==> src/sentence_select_extract_unit_assert.svh <==
// Assertion macros for the sentence select and extract unit.
// Included by the top-level module, which carries the concurrent assertions; no other dependencies.
`ifndef SENTENCE_SELECT_EXTRACT_UNIT_ASSERT_SVH
`define SENTENCE_SELECT_EXTRACT_UNIT_ASSERT_SVH

`ifndef SYNTHESIS
// Property must hold at every rising clock edge outside reset.
`define SSX_ASSERT(label, clk, rst_n, prop) \
  label: assert property (@(posedge clk) disable iff (!rst_n) (prop)) \
    else $error("ssx assertion failed");
// Expression must never be true at a rising clock edge outside reset.
`define SSX_ASSERT_NEVER(label, clk, rst_n, expr) \
  label: assert property (@(posedge clk) disable iff (!rst_n) !(expr)) \
    else $error("ssx forbidden condition seen");
`else
`define SSX_ASSERT(label, clk, rst_n, prop)
`define SSX_ASSERT_NEVER(label, clk, rst_n, expr)
`endif

`endif

==> src/ssx_pkg.sv <==
// Package for the sentence select and extract unit: widths, codes and shared types.
// Has no dependencies; every other source file but the assertion header uses it.
package ssx_pkg;

  // Width of the finished-sentence counter and of the emitted-byte counter.
  localparam int COUNT_WIDTH  = 16;
  localparam int LENGTH_WIDTH = 12;

  localparam int CH_W         = 8;
  localparam int INDEX_W      = 16;
  localparam int CAP_W        = 13;
  localparam int STATUS_W     = 2;
  localparam int CFG_ADDR_W   = 1;
  localparam int CFG_DATA_W   = 16;

  // Comparison widths wide enough for both operands.
  localparam int LIMIT_W = (LENGTH_WIDTH > CAP_W) ? LENGTH_WIDTH : CAP_W;
  localparam int SEL_W   = (COUNT_WIDTH > INDEX_W) ? COUNT_WIDTH : INDEX_W;

  // Configuration register indexes.
  localparam logic [CFG_ADDR_W-1:0] REG_SENTENCE_INDEX = 1'b0;
  localparam logic [CFG_ADDR_W-1:0] REG_OUT_CAPACITY   = 1'b1;

  localparam logic [INDEX_W-1:0] INDEX_RESET = '0;
  localparam logic [CAP_W-1:0]   CAP_RESET   = 13'd256;

  // Result status codes.
  localparam logic [STATUS_W-1:0] STATUS_CONTINUE  = 2'd0;
  localparam logic [STATUS_W-1:0] STATUS_FOUND     = 2'd1;
  localparam logic [STATUS_W-1:0] STATUS_NOT_FOUND = 2'd2;

  // Character codes.
  localparam logic [CH_W-1:0] CH_PERIOD   = 8'h2E;
  localparam logic [CH_W-1:0] CH_QUESTION = 8'h3F;
  localparam logic [CH_W-1:0] CH_EXCLAIM  = 8'h21;
  localparam logic [CH_W-1:0] CH_SPACE    = 8'h20;
  localparam logic [CH_W-1:0] CH_NEWLINE  = 8'h0A;
  localparam logic [CH_W-1:0] CH_TAB      = 8'h09;

  typedef struct packed {
    logic [INDEX_W-1:0] sentence_index;
    logic [CAP_W-1:0]   out_capacity;
  } cfg_t;

  typedef struct packed {
    logic [CH_W-1:0]     out_byte;
    logic                has_byte;
    logic [STATUS_W-1:0] status;
    logic                done_res;
  } result_t;

endpackage

==> src/ssx_if.sv <==
// Handshake channel interfaces of the sentence select and extract unit.
// Depends on ssx_pkg for field widths.
interface ssx_in_if;
  logic                       valid;
  logic                       ready;
  logic [ssx_pkg::CH_W-1:0]   ch;
  logic                       last;
  modport source (output valid, output ch, output last, input ready);
  modport sink (input valid, input ch, input last, output ready);
endinterface

interface ssx_out_if;
  logic                           valid;
  logic                           ready;
  logic [ssx_pkg::CH_W-1:0]       out_byte;
  logic                           has_byte;
  logic [ssx_pkg::STATUS_W-1:0]   status;
  logic                           done_res;
  modport source (output valid, output out_byte, output has_byte, output status,
                  output done_res, input ready);
  modport sink (input valid, input out_byte, input has_byte, input status,
                input done_res, output ready);
endinterface

interface ssx_cfg_if;
  logic                             valid;
  logic                             ready;
  logic [ssx_pkg::CFG_ADDR_W-1:0]   index;
  logic [ssx_pkg::CFG_DATA_W-1:0]   data;
  modport source (output valid, output index, output data, input ready);
  modport sink (input valid, input index, input data, output ready);
endinterface

==> src/ssx_cfg_regs.sv <==
// Configuration register file: sentence index and output capacity.
// Depends on ssx_pkg and the ssx_cfg_if interface.
module ssx_cfg_regs (
  input  logic            clk_i,
  input  logic            rst_ni,
  ssx_cfg_if.sink         cfg_i,
  output ssx_pkg::cfg_t   cfg_o
);

  ssx_pkg::cfg_t cfg_q;
  logic          wr_en;

  // The user must write only while the unit is idle; the block does not enforce this. The port never stalls.
  assign cfg_i.ready = 1'b1;
  assign wr_en       = cfg_i.valid & cfg_i.ready;

  always_ff @(posedge clk_i or negedge rst_ni) begin
    if (!rst_ni) begin
      cfg_q.sentence_index <= ssx_pkg::INDEX_RESET;
      cfg_q.out_capacity   <= ssx_pkg::CAP_RESET;
    end else if (wr_en) begin
      case (cfg_i.index)
        ssx_pkg::REG_SENTENCE_INDEX: begin
          cfg_q.sentence_index <= cfg_i.data[ssx_pkg::INDEX_W-1:0];
        end
        ssx_pkg::REG_OUT_CAPACITY: begin
          cfg_q.out_capacity <= cfg_i.data[ssx_pkg::CAP_W-1:0];
        end
        default: begin
        end
      endcase
    end
  end

  assign cfg_o = cfg_q;

endmodule

==> src/ssx_engine.sv <==
// Sentence tracking engine: phase, stop flag, sentence and length counters,
// plus the per-byte decision logic. Depends on ssx_pkg.
module ssx_engine (
  input  logic                       clk_i,
  input  logic                       rst_ni,
  input  logic                       step_i,
  input  logic [ssx_pkg::CH_W-1:0]   ch_i,
  input  logic                       last_i,
  input  ssx_pkg::cfg_t              cfg_i,
  output logic                       res_valid_o,
  output ssx_pkg::result_t           res_o
);

  typedef enum logic [1:0] {
    PH_SKIP,
    PH_SENT,
    PH_DRAIN
  } phase_e;

  localparam logic [ssx_pkg::COUNT_WIDTH-1:0]  COUNT_MAX = '1;
  localparam logic [ssx_pkg::LENGTH_WIDTH-1:0] LEN_MAX   = '1;

  phase_e                             phase_q, phase_d;
  logic                               stop_q, stop_d;
  logic [ssx_pkg::COUNT_WIDTH-1:0]    count_q, count_d;
  logic [ssx_pkg::LENGTH_WIDTH-1:0]   emitted_q, emitted_d;

  logic                               is_space, is_stop, selected, emit;
  logic [ssx_pkg::LIMIT_W-1:0]        cap_ext, limit_raw, limit, len_max_ext;
  logic [ssx_pkg::LENGTH_WIDTH-1:0]   em_base;

  assign is_space = (ch_i == ssx_pkg::CH_SPACE) || (ch_i == ssx_pkg::CH_NEWLINE) ||
                    (ch_i == ssx_pkg::CH_TAB);
  assign is_stop  = (ch_i == ssx_pkg::CH_PERIOD) || (ch_i == ssx_pkg::CH_QUESTION) ||
                    (ch_i == ssx_pkg::CH_EXCLAIM);

  assign selected = ssx_pkg::SEL_W'(count_q) == ssx_pkg::SEL_W'(cfg_i.sentence_index);

  // Emission limit is capacity minus one (zero for capacity zero), capped by the length counter range.
  assign cap_ext     = ssx_pkg::LIMIT_W'(cfg_i.out_capacity);
  assign limit_raw   = (cfg_i.out_capacity == '0) ? '0 : cap_ext - 1'b1;
  assign len_max_ext = ssx_pkg::LIMIT_W'(LEN_MAX);
  assign limit       = (limit_raw > len_max_ext) ? len_max_ext : limit_raw;

  // A sentence starting on this byte counts from zero emitted bytes.
  assign em_base = (phase_q == PH_SKIP) ? '0 : emitted_q;
  assign emit    = selected && (ssx_pkg::LIMIT_W'(em_base) < limit);

  always_comb begin
    phase_d     = phase_q;
    stop_d      = stop_q;
    count_d     = count_q;
    emitted_d   = emitted_q;
    res_valid_o = 1'b0;
    res_o       = '0;
    if (step_i) begin
      case (phase_q)
        PH_DRAIN: begin
          if (last_i) begin
            phase_d   = PH_SKIP;
            stop_d    = 1'b0;
            count_d   = '0;
            emitted_d = '0;
          end
        end
        default: begin
          if ((phase_q == PH_SKIP) && is_space) begin
            if (last_i) begin
              phase_d      = PH_SKIP;
              stop_d       = 1'b0;
              count_d      = '0;
              emitted_d    = '0;
              res_valid_o  = 1'b1;
              res_o.status = ssx_pkg::STATUS_NOT_FOUND;
              res_o.done_res = 1'b1;
            end
          end else if ((phase_q == PH_SENT) && stop_q && is_space) begin
            // The stop on the previous byte closed the sentence.
            stop_d         = 1'b0;
            res_o.done_res = 1'b1;
            if (selected) begin
              res_valid_o  = 1'b1;
              res_o.status = ssx_pkg::STATUS_FOUND;
              phase_d      = PH_DRAIN;
            end else begin
              phase_d      = PH_SKIP;
              count_d      = (count_q != COUNT_MAX) ? count_q + 1'b1 : count_q;
              res_valid_o  = last_i;
              res_o.status = ssx_pkg::STATUS_NOT_FOUND;
            end
            if (last_i) begin
              phase_d   = PH_SKIP;
              count_d   = '0;
              emitted_d = '0;
            end
          end else begin
            // This byte belongs to the current sentence.
            phase_d   = PH_SENT;
            stop_d    = is_stop;
            emitted_d = ssx_pkg::LENGTH_WIDTH'(em_base + ssx_pkg::LENGTH_WIDTH'(emit));
            res_o.out_byte = emit ? ch_i : '0;
            res_o.has_byte = emit;
            if (last_i) begin
              phase_d        = PH_SKIP;
              stop_d         = 1'b0;
              count_d        = '0;
              emitted_d      = '0;
              res_valid_o    = 1'b1;
              res_o.status   = selected ? ssx_pkg::STATUS_FOUND : ssx_pkg::STATUS_NOT_FOUND;
              res_o.done_res = 1'b1;
            end else begin
              res_valid_o  = emit;
              res_o.status = ssx_pkg::STATUS_CONTINUE;
            end
          end
        end
      endcase
    end
  end

  always_ff @(posedge clk_i or negedge rst_ni) begin
    if (!rst_ni) begin
      phase_q   <= PH_SKIP;
      stop_q    <= 1'b0;
      count_q   <= '0;
      emitted_q <= '0;
    end else begin
      phase_q   <= phase_d;
      stop_q    <= stop_d;
      count_q   <= count_d;
      emitted_q <= emitted_d;
    end
  end

endmodule

==> src/sentence_select_extract_unit.sv <==
// Sentence select and extract unit, top level; uses ssx_pkg, the ssx interfaces,
// ssx_cfg_regs, ssx_engine and the assertion macro header.
// An accepted word is held in the input register; its result word is written to the output register.
// Throughput: one input word per cycle while the output register is empty or being read.
// Reset (rst_ni, asynchronous, active low) empties both registers, rearms the engine and
// loads the register defaults: sentence index 0, output capacity 256.
`include "sentence_select_extract_unit_assert.svh"

module sentence_select_extract_unit (
  input  logic        clk_i,
  input  logic        rst_ni,
  ssx_cfg_if.sink     cfg_i,
  ssx_in_if.sink      in_i,
  ssx_out_if.source   out_o
);

  // The datapath is two registers deep. The input register holds one text byte;
  // the engine reads it together with the sentence state, and in the same cycle
  // the state advances and any result word is written to the output register.
  // The byte advances whenever the output register is empty or is being drained,
  // so one byte per cycle flows while the sink keeps up. Bytes that cause no
  // result simply update the state and leave the output register untouched.

  ssx_pkg::cfg_t                cfg;
  logic                         in_valid_q;
  logic [ssx_pkg::CH_W-1:0]     ch_q;
  logic                         last_q;
  logic                         in_take;
  logic                         out_free;
  logic                         step;
  logic                         res_valid;
  ssx_pkg::result_t             res;
  logic                         out_valid_q, out_valid_d;
  ssx_pkg::result_t             out_q;

  ssx_cfg_regs u_cfg_regs (
    .clk_i  (clk_i),
    .rst_ni (rst_ni),
    .cfg_i  (cfg_i),
    .cfg_o  (cfg)
  );

  // The output register can take a new word when it is empty or being read.
  assign out_free = !out_valid_q || out_o.ready;
  assign step     = in_valid_q && out_free;

  // The input register refills in the same cycle that its byte is processed.
  assign in_i.ready = !in_valid_q || step;
  assign in_take    = in_i.valid && in_i.ready;

  always_ff @(posedge clk_i or negedge rst_ni) begin
    if (!rst_ni) begin
      in_valid_q <= 1'b0;
    end else if (in_take) begin
      in_valid_q <= 1'b1;
    end else if (step) begin
      in_valid_q <= 1'b0;
    end
  end

  // Payload registers carry no reset.
  always_ff @(posedge clk_i) begin
    if (in_take) begin
      ch_q   <= in_i.ch;
      last_q <= in_i.last;
    end
  end

  ssx_engine u_engine (
    .clk_i       (clk_i),
    .rst_ni      (rst_ni),
    .step_i      (step),
    .ch_i        (ch_q),
    .last_i      (last_q),
    .cfg_i       (cfg),
    .res_valid_o (res_valid),
    .res_o       (res)
  );

  // A processed byte either loads a result or leaves the register empty when the
  // old word has been read; otherwise the held word stays until it is read.
  always_comb begin
    if (step) begin
      out_valid_d = res_valid;
    end else begin
      out_valid_d = out_valid_q && !out_o.ready;
    end
  end

  always_ff @(posedge clk_i or negedge rst_ni) begin
    if (!rst_ni) begin
      out_valid_q <= 1'b0;
    end else begin
      out_valid_q <= out_valid_d;
    end
  end

  always_ff @(posedge clk_i) begin
    if (step && res_valid) begin
      out_q <= res;
    end
  end

  assign out_o.valid    = out_valid_q;
  assign out_o.out_byte = out_q.out_byte;
  assign out_o.has_byte = out_q.has_byte;
  assign out_o.status   = out_q.status;
  assign out_o.done_res = out_q.done_res;

  // A word that is not final always carries a sentence byte with status continue.
  `SSX_ASSERT(a_mid_word_has_byte, clk_i, rst_ni, (out_valid_q && !out_q.done_res) |-> (out_q.has_byte && (out_q.status == ssx_pkg::STATUS_CONTINUE)))
  // A final word reports found or not found, never continue.
  `SSX_ASSERT(a_final_has_outcome, clk_i, rst_ni, (out_valid_q && out_q.done_res) |-> ((out_q.status == ssx_pkg::STATUS_FOUND) || (out_q.status == ssx_pkg::STATUS_NOT_FOUND)))
  // Without a sentence byte the byte field is zero.
  `SSX_ASSERT_NEVER(a_byte_without_flag, clk_i, rst_ni, out_valid_q && !out_q.has_byte && (out_q.out_byte != '0))
  // A byte held back by a full output register stays in the input register.
  `SSX_ASSERT(a_input_held, clk_i, rst_ni, (in_valid_q && !step) |=> (in_valid_q && $stable(ch_q) && $stable(last_q)))

endmodule

==> src/flat_wrapper.sv <==
// flat-port wrapper written by rule: the top's interface ports become plain ports
module sentence_select_extract_unit_flat 
  (clk_i, rst_ni, cfg_i_valid, cfg_i_index, cfg_i_data, cfg_i_ready, in_i_valid, in_i_ch, in_i_last, in_i_ready, out_o_valid, out_o_out_byte, out_o_has_byte, out_o_status, out_o_done_res, out_o_ready);
  ssx_cfg_if cfg_i_i ();
  ssx_in_if in_i_i ();
  ssx_out_if out_o_i ();
  input  logic clk_i;
  input  logic rst_ni;
  input wire logic [$bits(cfg_i_i.valid)-1:0] cfg_i_valid;
  input wire logic [$bits(cfg_i_i.index)-1:0] cfg_i_index;
  input wire logic [$bits(cfg_i_i.data)-1:0] cfg_i_data;
  output wire logic [$bits(cfg_i_i.ready)-1:0] cfg_i_ready;
  input wire logic [$bits(in_i_i.valid)-1:0] in_i_valid;
  input wire logic [$bits(in_i_i.ch)-1:0] in_i_ch;
  input wire logic [$bits(in_i_i.last)-1:0] in_i_last;
  output wire logic [$bits(in_i_i.ready)-1:0] in_i_ready;
  output wire logic [$bits(out_o_i.valid)-1:0] out_o_valid;
  output wire logic [$bits(out_o_i.out_byte)-1:0] out_o_out_byte;
  output wire logic [$bits(out_o_i.has_byte)-1:0] out_o_has_byte;
  output wire logic [$bits(out_o_i.status)-1:0] out_o_status;
  output wire logic [$bits(out_o_i.done_res)-1:0] out_o_done_res;
  input wire logic [$bits(out_o_i.ready)-1:0] out_o_ready;
  assign cfg_i_i.valid = cfg_i_valid;
  assign cfg_i_i.index = cfg_i_index;
  assign cfg_i_i.data = cfg_i_data;
  assign cfg_i_ready = cfg_i_i.ready;
  assign in_i_i.valid = in_i_valid;
  assign in_i_i.ch = in_i_ch;
  assign in_i_i.last = in_i_last;
  assign in_i_ready = in_i_i.ready;
  assign out_o_valid = out_o_i.valid;
  assign out_o_out_byte = out_o_i.out_byte;
  assign out_o_has_byte = out_o_i.has_byte;
  assign out_o_status = out_o_i.status;
  assign out_o_done_res = out_o_i.done_res;
  assign out_o_i.ready = out_o_ready;
  sentence_select_extract_unit u_core (.clk_i(clk_i), .rst_ni(rst_ni), .cfg_i(cfg_i_i), .in_i(in_i_i), .out_o(out_o_i));
endmodule
==> config.mk <==
export PLATFORM = sky130hd
export DESIGN_NAME = sentence_select_extract_unit_flat
export DESIGN_NICKNAME = d
export VERILOG_FILES = /design/src/ssx_pkg.sv /design/src/ssx_if.sv /design/src/ssx_cfg_regs.sv /design/src/ssx_engine.sv /design/src/sentence_select_extract_unit.sv /design/src/flat_wrapper.sv
export VERILOG_INCLUDE_DIRS = /design/src /design/src/src
export SDC_FILE = /design/constraint.sdc
export NUM_CORES = 1
export LEC_CHECK = 0
export BUFFER_PORTS_ARGS = -buffer_cell sky130_fd_sc_hd__buf_2
export CORE_ASPECT_RATIO = 0.9
export CORE_MARGIN = 3
export CORE_UTILIZATION = 35
export CTS_CLUSTER_SIZE = 8
export DETAILED_ROUTE_END_ITERATION = 10
export GPL_TIMING_DRIVEN = 1
export PLACE_DENSITY_LB_ADDON = 0.12
export SKIP_LAST_GASP = 1
export SLEW_MARGIN = 10
export SYNTH_ARGS = -nofsm -noshare
export SYNTH_HDL_FRONTEND = slang
export SYNTH_SLANG_ARGS = --single-unit
==> constraint.sdc <==
create_clock -name clk_i -period 4.5 [get_ports clk_i]
set_input_delay 0.45 -clock clk_i [delete_from_list [all_inputs] [get_ports clk_i]]
set_output_delay 0.45 -clock clk_i [all_outputs]
set_load 0.005 [all_outputs]
==> results of run 1 <==
==> state kept, by name, indices dropped and copies added (netlist names) <==
name / cells
u_core.u_cfg_regs.cfg_o: 29
u_core.u_engine.count_q: 16
u_core.u_engine.emitted_q: 12
u_core.ch_q: 8
u_core.out_o.out_byte: 8
u_core.out_o.status: 2
u_core.u_engine.phase_q: 2
u_core.in_valid_q: 1
u_core.last_q: 1
u_core.out_o.done_res: 1
u_core.out_o.has_byte: 1
u_core.out_o.valid: 1
u_core.u_engine.stop_q: 1
==> metal layers <==
layer / GRT usage / vias up
li1: - / 1713
met1: 0.218 / 1694
met4: 0.0508 / 0
met3: 0.0483 / 11
met5: 0 / -
met2: 0.235 / 68
==> layout by cell type (no fill, tap or decap), types with 3 or more instances in the layout <==
| master | Yosys | layout |
|---|---|---|
| a211o_1 | 3 | 3 |
| a21o_2 | 3 | 3 |
| a21oi_1 | 25 | 25 |
| a31oi_1 | 6 | 6 |
| and2_1 | 11 | 11 |
| and2_4 | 8 | 8 |
| and3_1 | 3 | 3 |
| buf_2 | 4 | 44 |
| buf_4 | 1 | 16 |
| clkbuf_16 | 0 | 9 |
| dfrtp_1 | 61 | 61 |
| edfxtp_1 | 21 | 21 |
| ha_1 | 15 | 13 |
| inv_1 | 15 | 13 |
| mux2_2 | 30 | 30 |
| nand2_1 | 22 | 22 |
| nand2b_1 | 5 | 5 |
| nand3_1 | 15 | 15 |
| nand3b_1 | 3 | 3 |
| nand4_1 | 6 | 6 |
| nor2_1 | 27 | 26 |
| nor3_1 | 11 | 10 |
| nor4_1 | 5 | 5 |
| o21a_1 | 7 | 7 |
| o21ai_0 | 26 | 24 |
| o21ai_1 | 1 | 3 |
| o31ai_1 | 6 | 6 |
| or3_1 | 15 | 15 |
| or4_1 | 3 | 3 |
| xnor2_1 | 5 | 5 |
| xor2_1 | 21 | 21 |
==> stage by stage <==
step	util	setup TNS [ns]	power [uW]	hold slack [ns]	area, sq um
finish	0.420	0	1840	0.116	5370
floorplan	-	0	1060	0.154	4600
global route	0.420	0	1940	0.155	5370
CTS	0.416	0	1860	0.129	5320
global placement	0.394	0	1150	0.462	5030
detailed placement	0.394	-0.0410	1160	0.478	5030
==> power groups by stage <==
stage | Sequential [uW] | Combinational (uW) | Clock (uW)
after global placement | 902 | 250 | 0
final | 890 | 263 | 683
after floorplan | 883 | 175 | 0
after detailed placement | 903 | 253 | 0
after global routing | 898 | 293 | 744
after CTS | 889 | 257 | 717
==> area by class of cell <==
type                       instances  area (sq um)  area share
multi-input combinational        321          2310       0.431
sequential                        83          2180       0.407
timing repair buffer              60           340      0.0634
clock buffer                      12           246      0.0459
tap                              164           205      0.0382
inverter                          15          56.3      0.0105
clock inverter                     4          26.3     0.00489
==> what timing repair did <==
item                                   4_1_cts  5_1_grt
setup endpoints to repair                    1        6
buffers inserted                             1        3
resized for setup                            2       10
hold buffers                                 0        0
pin swaps                                    0        3
endpoints found under the hold margin        0        0
==> worst max path at each step <==
stage / endpoint / depth (start not counted) / slack [ns] / start
3_3_place_gp: u_core.u_engine.emitted_q[10] / 20 / 0.08 / u_core.u_cfg_regs.cfg_o[1]
3_5_place_dp: u_core.u_engine.emitted_q[10] / 20 / -0.04 / u_core.u_cfg_regs.cfg_o[1]
4_1_cts: u_core.u_engine.emitted_q[10] / 20 / 0.05 / u_core.u_cfg_regs.cfg_o[1]
5_1_grt: u_core.u_engine.emitted_q[10] / 17 / 0.01 / u_core.u_cfg_regs.cfg_o[2]
6_report: u_core.u_engine.emitted_q[10] / 17 / 0.19 / u_core.u_cfg_regs.cfg_o[2]
2_1_floorplan: u_core.u_engine.emitted_q[10] / 20 / 0.30 / u_core.u_cfg_regs.cfg_o[0]
==> cells by family (layout without fill, tap and decap cells) <==
kind of cell	after synthesis	count (layout)	synth area share
AND/OR/NAND/NOR	151	151	0.189
AO/OA/AOI/OAI	97	97	0.139
flip-flops	83	83	0.475
multiplexers	31	31	0.0756
buffers and inverters	31	91	0.0305
XOR/XNOR	26	26	0.0495
adder cells (fa/ha/maj)	15	15	0.0408
other	1	1	0.000815
==> worst reg2reg max path: cells and delay by family, from the launching register on <==
family | cells | cell delay, ns
buffers and inverters | 2 | 0.25
AND/OR/NAND/NOR | 5 | 0.99
adder cells (fa/ha/maj) | 3 | 0.59
flip-flops | 1 | 0.43
AO/OA/AOI/OAI | 7 | 1.96
==> run metrics, run 1 <==
clock sinks 83; Synth area leaders dfrtp_1 33%, edfxtp_1 14%, mux2_2 7.3%, ha_1 4.1%, xor2_1 4.0%; Final Slew Violations 0; Placer Congestion between 0.8 and 0.9; FF-to-FF setup slack between 0.15 and 0.2 ns; Pint between 1000 and 1500 uW; status complete, no violations; # DRC 0; Top Ports 46; slowest stage delay, CP slightly below 0.5 ns; highest routed layer met4; Area growth, synth to finish 16.8%; number of diodes 0; Worst slew margin 0.415; TritonCTS clock tree yes; final setup margin 0.194 ns; crit path cell chain or3_1 -> buf_4 -> o41ai_4 -> a21o_2 -> ha_1 -> a21o_1 -> a211o_1 -> a211o_1 -> or2b_1 -> inv_1 -> ha_1 -> ha_2 -> nand3_1 -> nor2_2 -> nand3_1 -> o41a_1 -> a31oi_1; worst-case clock buffer depth 2; LEAKAGE approximately 0.0023 uW; # fillers between 1k and 1.5k; Seq cells post-synth 83; Seq pwr share 0.485; GRT Util Overall 0.157; initial antenna violation count 0; dpl cells about 640; Max-cap violations 0; combinational share of power 0.143; area leader, netlist dfrtp_1; Die W between 100 and 150 um; met2 wire length ~4800 um; layout cells sized above 1 0.267; Post-Syn Area between 4000 and 5000 sq um; RR Startpoint u_core.u_cfg_regs.cfg_o[2]; main flop type after synthesis dfrtp_1; Worst Tran Pin Value around 0.9 ns; Crit Reg-Reg Endpoint u_core.u_engine.emitted_q[10]; die height 115 um; Yosys cell types 64; RSZ-0062 raised after global routing no; crit path launch type register; H-tree levels 3; Fin. Hold Viols 0; Buffers on Ports 44; CP Class register to register; post-synthesis net count just under 500; worst-case vdd ir drop approximately 0.19 mV; initial DRC count 286; synthesized area per cell between 10 and 15 sq um; Final period util 0.957; Cells after Synth 435; clock network fraction of total power 0.372; metal1 wirelength around 5300 um; skew final roughly 0.0061 ns; Detailed Route WL about 11000 um; Initial Utilization 0.360; Slowest cell on crit path o41ai_4; top post-synthesis cells by count 61 x dfrtp_1, 30 x mux2_2, 27 x nor2_1; Final ANT Viol Nets 0; Final setup viols 0; met3 wire length 464 um; total die area approximately 15000 sq um; highest clock rate about 230 MHz; R2R cell count 17; Hold WC Path Type input pin to asynchronous set/reset pin; pwr dens ~340 nW/um^2; Crit. End Element register; CTS clk-pin slew, worst paths approximately 0.06 ns; post-synth top area share 0.332; most numerous cell in the Yosys netlist dfrtp_1; Syn. warnings 0; CTS Root Cell clkbuf_16; largest net degree at the start of global routing 40; CTS buffer count 9; Post-synth EDFFs 21; routed vias/inst 5.29; DR WL/cell around 16 um; switching share of power 0.267; vias in the first global route 3537; register area share after synthesis 0.475; Core ar. ~13000 sq um; Via Count around 3.5k; ys async rst share 0.747; Rows 39; worst slack, placed -0.0410 ns; Req. time, crit path 4.76 ns; switching pwr roughly 490 uW; Arr. time, crit path between 4 and 5 ns; first-pass GRT wire length 18100 um; post-route minimum period ~4.3 ns; CP top delay family compound AO/OA/AOI/OAI gates; Clock Latency Late Sink approximately 0.34 ns; Nets roughly 540; post-DP HPWL approximately 7900 um; CP Buf/Inv Count 2; remaining global-route overflow 0; Cell Count, Final, Fillers Out about 660; Max FO, Critical Path 5; first drt pass iteration count 4
No activity file was read; power rests on OpenSTA's default activity.
==> run 2, diff against run 1 <==
--- a/config.mk
+++ b/config.mk
@@ -6,6 +6,7 @@
 export SDC_FILE = /design/constraint.sdc
 export NUM_CORES = 1
 export LEC_CHECK = 0
+export ABC_AREA = 1
 export BUFFER_PORTS_ARGS = -buffer_cell sky130_fd_sc_hd__buf_2
 export CORE_ASPECT_RATIO = 0.9
 export CORE_MARGIN = 3
==> run metrics, run 2 <==
LEAKAGE 0.00284 uW; CP Class register to register; post-synthesis net count between 700 and 800; synthesized area per cell about 7.6 sq um; hold_buf cts 0; register area around 2200 sq um; initial DRC count approximately 260; Rows 42; CP dominant cell by count nand2_1; Arr. time, crit path roughly 3.9 ns; Synth area leaders dfrtp_1 28%, edfxtp_1 12%, nand2_1 11%, inv_1 6.6%, nor2_1 6.0%; CTS clk-pin slew, worst paths about 0.06 ns; Req. time, crit path around 4.7 ns; CP Buf/Inv Count 5; Core ar. 14900 sq um; hold slack 0.260 ns; Fin Setup TNS 0 ns; CTS buffer count 9; most numerous cell in the Yosys netlist nand2_1; Final ANT Viol Nets 0; final setup margin about 0.84 ns; Die W around 140 um; CTS Root Cell clkbuf_16; area taken by multi-input logic gates 2680 sq um; slowest stage delay, CP 0.40 ns; Buffers on Ports 44; layout cells sized above 1 0.164; post-synth top area share 0.283; top post-synthesis cells by count 157 x nand2_1, 95 x inv_1, 87 x nor2_1; main flop type after synthesis dfrtp_1; Post-Syn Area around 5400 sq um; GRT Util Overall 0.162; status complete, no violations; buffer count from post-CTS setup fixing 0; number of diodes 0; Worst slew margin 0.381; Final Slew Violations 0; Post-synth EDFFs 21; CP top delay family simple AND/OR/NAND/NOR gates; TritonCTS clock tree yes; Nets 789; highest clock rate 273 MHz; most frequent cells in the layout 157 x nand2_1, 95 x inv_1, 87 x nor2_1; Fin. Hold Viols 0; Area growth, synth to finish 11.8%; Top Ports 46; Yosys cell types 48; commonest non-fill, non-tap cell in the layout nand2_1; first-pass GRT wire length 21500 um; Final setup viols 0; die height 124 um; register area share after synthesis 0.404; remaining global-route overflow 0; ys async rst share 0.747; post-route minimum period ~3.7 ns; crit path launch type register; max reg flops 29; total power about 2400 uW; skew final 0.00510 ns; total die area 17000 sq um; worst slack, placed about 0.87 ns; area leader, netlist dfrtp_1; Clock Latency Late Sink around 0.35 ns; # fillers around 1.6k; met3 wire length approximately 420 um; worst-case vdd ir drop approximately 0.18 mV; highest routed layer met4; post-DP HPWL 9800 um; worst-case clock buffer depth 2; RSZ-0062 raised after global routing no; Final period util 0.813; routed vias/inst around 4.8; met2 wire length about 5700 um; # DRC 0; Core Util, Final 0.405; Initial Utilization 0.362; Via Count 4538; largest net degree at the start of global routing 63; Detailed Route WL roughly 13000 um; Worst Tran Pin Value roughly 0.93 ns; Syn. warnings 0; Seq cells post-synth between 80 and 90; Slowest cell on crit path dfrtp_1; first drt pass iteration count 4; DR WL/cell ~14 um; Max FO, Critical Path 7; Crit. End Element register; Hold WC Path Type input pin to asynchronous set/reset pin; initial antenna violation count 0; Cells after Synth between 700 and 800; clock sinks 83; H-tree levels 3; Placer Congestion about 0.9; metal1 wirelength ~6700 um; pwr dens 404 nW/um^2; post-cts resize count 0; Max-cap violations 0; vias in the first global route between 4k and 5k
[run 2: routing by layer]
metal / vias up / track usage
met3: 10 / 0.0303
li1: 2356 / -
met2: 61 / 0.246
met1: 2111 / 0.238
met5: - / 0
met4: 0 / 0.0443
[run 2: power by group]
group          internal [uW]  switching [uW]
clock                    433             321
sequential               890            86.2
combinational            244             468
[run 2: logic make-up after synthesis]
family / count (synthesis) / share of synthesized area
other: 1 / 0.000694
XOR/XNOR: 27 / 0.0438
AND/OR/NAND/NOR: 348 / 0.292
adder cells (fa/ha/maj): 15 / 0.0347
buffers and inverters: 127 / 0.0994
AO/OA/AOI/OAI: 107 / 0.121
multiplexers: 2 / 0.00417
flip-flops: 83 / 0.404
[run 2: final cells by class]
class	instances	share of cell area
Clock buffer	9	0.0373
Clock inverter	7	0.0126
Inverter	102	0.0634
Multi-Input combinational cell	500	0.444
Sequential cell	83	0.362
Tap cell	198	0.0410
Timing Repair Buffer	47	0.0402
[run 2: path summary, 6_finish.rpt]
kind / start / end / slack (ns) / cells after the start
setup / recovery: u_core.u_cfg_regs.cfg_o[0] / u_core.u_engine.emitted_q[10] / 0.84 / 25
hold / removal: rst_ni / u_core.u_engine.count_q[12] / 0.26 / 2
setup reg to reg: u_core.u_cfg_regs.cfg_o[0] / u_core.u_engine.emitted_q[10] / 0.84 / 25
hold reg to reg: u_core.u_engine.emitted_q[11] / u_core.u_engine.emitted_q[11] / 0.48 / 2
max in group asynchronous: rst_ni / u_core.u_cfg_regs.cfg_o[11] / 3.67 / 2
min in group clk_i: in_i_ch[0] / u_core.ch_q[0] / 0.27 / 1
[run 2: per-stage QoR]
| stage | cells | area [sq um] |
|---|---|---|
| 2_1_floorplan | 710 | 5400 |
| 3_3_place_gp | 930 | 5740 |
| 3_5_place_dp | 930 | 5740 |
| 4_1_cts | 946 | 6040 |
| 5_1_grt | 946 | 6040 |
| 6_report | 946 | 6040 |
[run 2: worst register-to-register path: cells and delay by family (launching register included)]
| family | cells | cell delay (ns) |
|---|---|---|
| fa+ha+maj | 4 | 0.75 |
| buf+inv | 5 | 0.48 |
| compound gates | 3 | 0.45 |
| xor+xnor | 1 | 0.13 |
| simple gates | 12 | 1.36 |
| flops | 1 | 0.40 |
==> run 3, diff against run 2 <==
--- a/config.mk
+++ b/config.mk
@@ -6,7 +6,7 @@
 export SDC_FILE = /design/constraint.sdc
 export NUM_CORES = 1
 export LEC_CHECK = 0
-export ABC_AREA = 1
+export ABC_AREA = 0
 export BUFFER_PORTS_ARGS = -buffer_cell sky130_fd_sc_hd__buf_2
 export CORE_ASPECT_RATIO = 0.9
 export CORE_MARGIN = 3
==> constraint.sdc (replaced) <==
create_clock -name clk_i -period 3.8 [get_ports clk_i]
set_input_delay 0.38 -clock clk_i [delete_from_list [all_inputs] [get_ports clk_i]]
set_output_delay 0.38 -clock clk_i [all_outputs]
set_load 0.005 [all_outputs]
==> run metrics, run 3 (synthesis gave the netlist of run 1 again) <==
Area growth, synth to finish 23.4%; Max-cap violations 0; Die W 127 um; CTS Root Cell clkbuf_16; RR Startpoint u_core.u_cfg_regs.cfg_o[8]; worst-case clock buffer depth 2; failing checks setup timing; Req. time, crit path slightly above 4 ns; CP dominant cell by count ha_4; crit path cell chain or4_4 -> buf_6 -> o41ai_4 -> a21o_2 -> ha_4 -> a21o_1 -> a211o_1 -> a211o_1 -> or2b_1 -> inv_2 -> ha_4 -> ha_4 -> nand3_4 -> nor2_4 -> nand3_2 -> o41a_1 -> a31oi_1; layout cells sized above 1 0.319; RSZ-0062 raised after global routing yes; Slowest cell on crit path or4_4; Nets approximately 560; commonest non-fill, non-tap cell in the layout dfrtp_1; Final ANT Viol Nets 0; Fin. Hold Viols 0; Clock Latency Late Sink roughly 0.35 ns; # fillers 1233; Crit Reg-Reg Endpoint u_core.u_engine.emitted_q[10]; Placer Congestion just over 0.8; final setup margin -0.129 ns; design area about 5700 sq um; Top Ports between 40 and 50; skew final 0.00346 ns; Rows 39; Final Slew Violations 0; CTS clk-pin slew, worst paths around 0.06 ns; # DRC 0; DR WL/cell approximately 16 um; GRT Util Overall 0.161; Arr. time, crit path roughly 4.2 ns; Final period util 1.03; Placed Area 5260 sq um; CP Class register to register; CP top delay family compound AO/OA/AOI/OAI gates; Hold WC Path Type input pin to asynchronous set/reset pin; area taken by multi-input logic gates 2420 sq um; TritonCTS clock tree yes; pwr dens approximately 400 nW/um^2; post-DP HPWL approximately 8400 um; Buffers on Ports 44; vias in the first global route 3527; Via Count 3551; Core Util, Final 0.444; H-tree levels 3; Critical Path Start u_core.u_cfg_regs.cfg_o[8]; worst-case vdd ir drop about 0.27 mV; Max FO, Critical Path 3; number of diodes 0; largest net degree at the start of global routing 33; most frequent cells in the layout 61 x dfrtp_1, 44 x buf_2, 33 x buf_4; Initial Utilization 0.360; R2R cell count 17; Worst slew margin 0.393; routed vias/inst roughly 5.2; status finished, violations left; max reg flops 29; slowest stage delay, CP about 0.55 ns; register area 2180 sq um; initial DRC count 229; CTS buffer count 9; Final setup viols 5; Worst Tran Pin Value a little over 0.9 ns; initial antenna violation count 0; Crit. End Element register; crit path launch type register; remaining global-route overflow 0; highest clock rate between 200 and 300 MHz; LEAKAGE around 0.0024 uW; first drt pass iteration count 4; total die area approximately 15000 sq um; FF-to-FF setup slack -0.13 ns; hold slack about 0.12 ns; CP Buf/Inv Count 2; Detailed Route WL roughly 11000 um; Fin Setup TNS -0.299 ns; Core ar. between 10000 and 15000 sq um; first-pass GRT wire length 18300 um; clock sinks 83; die height 115 um; post-route minimum period a little under 4 ns
==> run 3: cell types whose count changed in the layout (fill, tap and decap cells not counted), sizes merged, moves of 28 or more <==
| cell | before | now |
|---|---|---|
| mux2 | 2 | 30 |
| nand3 | 47 | 15 |
| nor2 | 99 | 27 |
| buf | 47 | 83 |
| nand2 | 166 | 22 |
| inv | 102 | 15 |
| o21ai | 61 | 27 |
==> run 3: how the worst max path moves through the flow <==
stage | end | slack [ns] | depth (start not counted)
after floorplan | u_core.u_engine.emitted_q[10] | -0.15 | 20
after global placement | u_core.u_engine.emitted_q[10] | -0.21 | 18
after detailed placement | u_core.u_engine.emitted_q[10] | -0.28 | 18
after CTS | u_core.u_engine.emitted_q[10] | -0.14 | 17
after global routing | u_core.u_engine.emitted_q[10] | -0.30 | 20
final | u_core.u_engine.emitted_q[10] | -0.13 | 17
==> run 3: worst reg2reg max path, delay by kind of cell, from the launching register on <==
kind / cells / cell delay (ns)
AO/OA/AOI/OAI: 7 / 1.70
AND/OR/NAND/NOR: 5 / 1.08
flip-flops: 1 / 0.37
buffers and inverters: 2 / 0.23
adder cells (fa/ha/maj): 3 / 0.48
==> run 3: stage by stage <==
step | instances | setup slack (ns) | total power, uW
2_1_floorplan | 435 | -0.151 | 1260
3_3_place_gp | 664 | -0.208 | 1410
3_5_place_dp | 664 | -0.275 | 1410
4_1_cts | 682 | -0.139 | 2280
5_1_grt | 682 | -0.301 | 2370
6_report | 682 | -0.129 | 2260
==> run 3: area by class of cell <==
class,count,share of cell area
clock buffers,13,0.0423
clock inverters,3,0.00683
inverters,15,0.00992
multi-input cells,321,0.426
flip-flops and latches,83,0.385
well taps,164,0.0361
repair buffers,83,0.0943
==> run 3: timing repair <==
action                                  in CTS  in global routing
gates resized for setup                     19                 12
hold buffers                                 0                  0
pin swaps                                   12                  4
setup buffers                                2                  1
endpoints found under the setup margin       9                 22
==> run 3: power by group <==
part           total (uW)  leakage (uW)  switching, uW  internal (uW)
clock network         850      0.000135            343            507
logic                 371       0.00129            191            179
registers            1040      0.000996           51.8            984
total                2260       0.00242            586           1670
==> run 3: routing by layer <==
layer | track usage | wire, um | vias up
met5 | 0 | 0 | -
met4 | 0.0550 | 197 | 0
met3 | 0.0446 | 473 | 14
met2 | 0.248 | 5130 | 68
met1 | 0.219 | 5340 | 1718
li1 | - | - | 1751
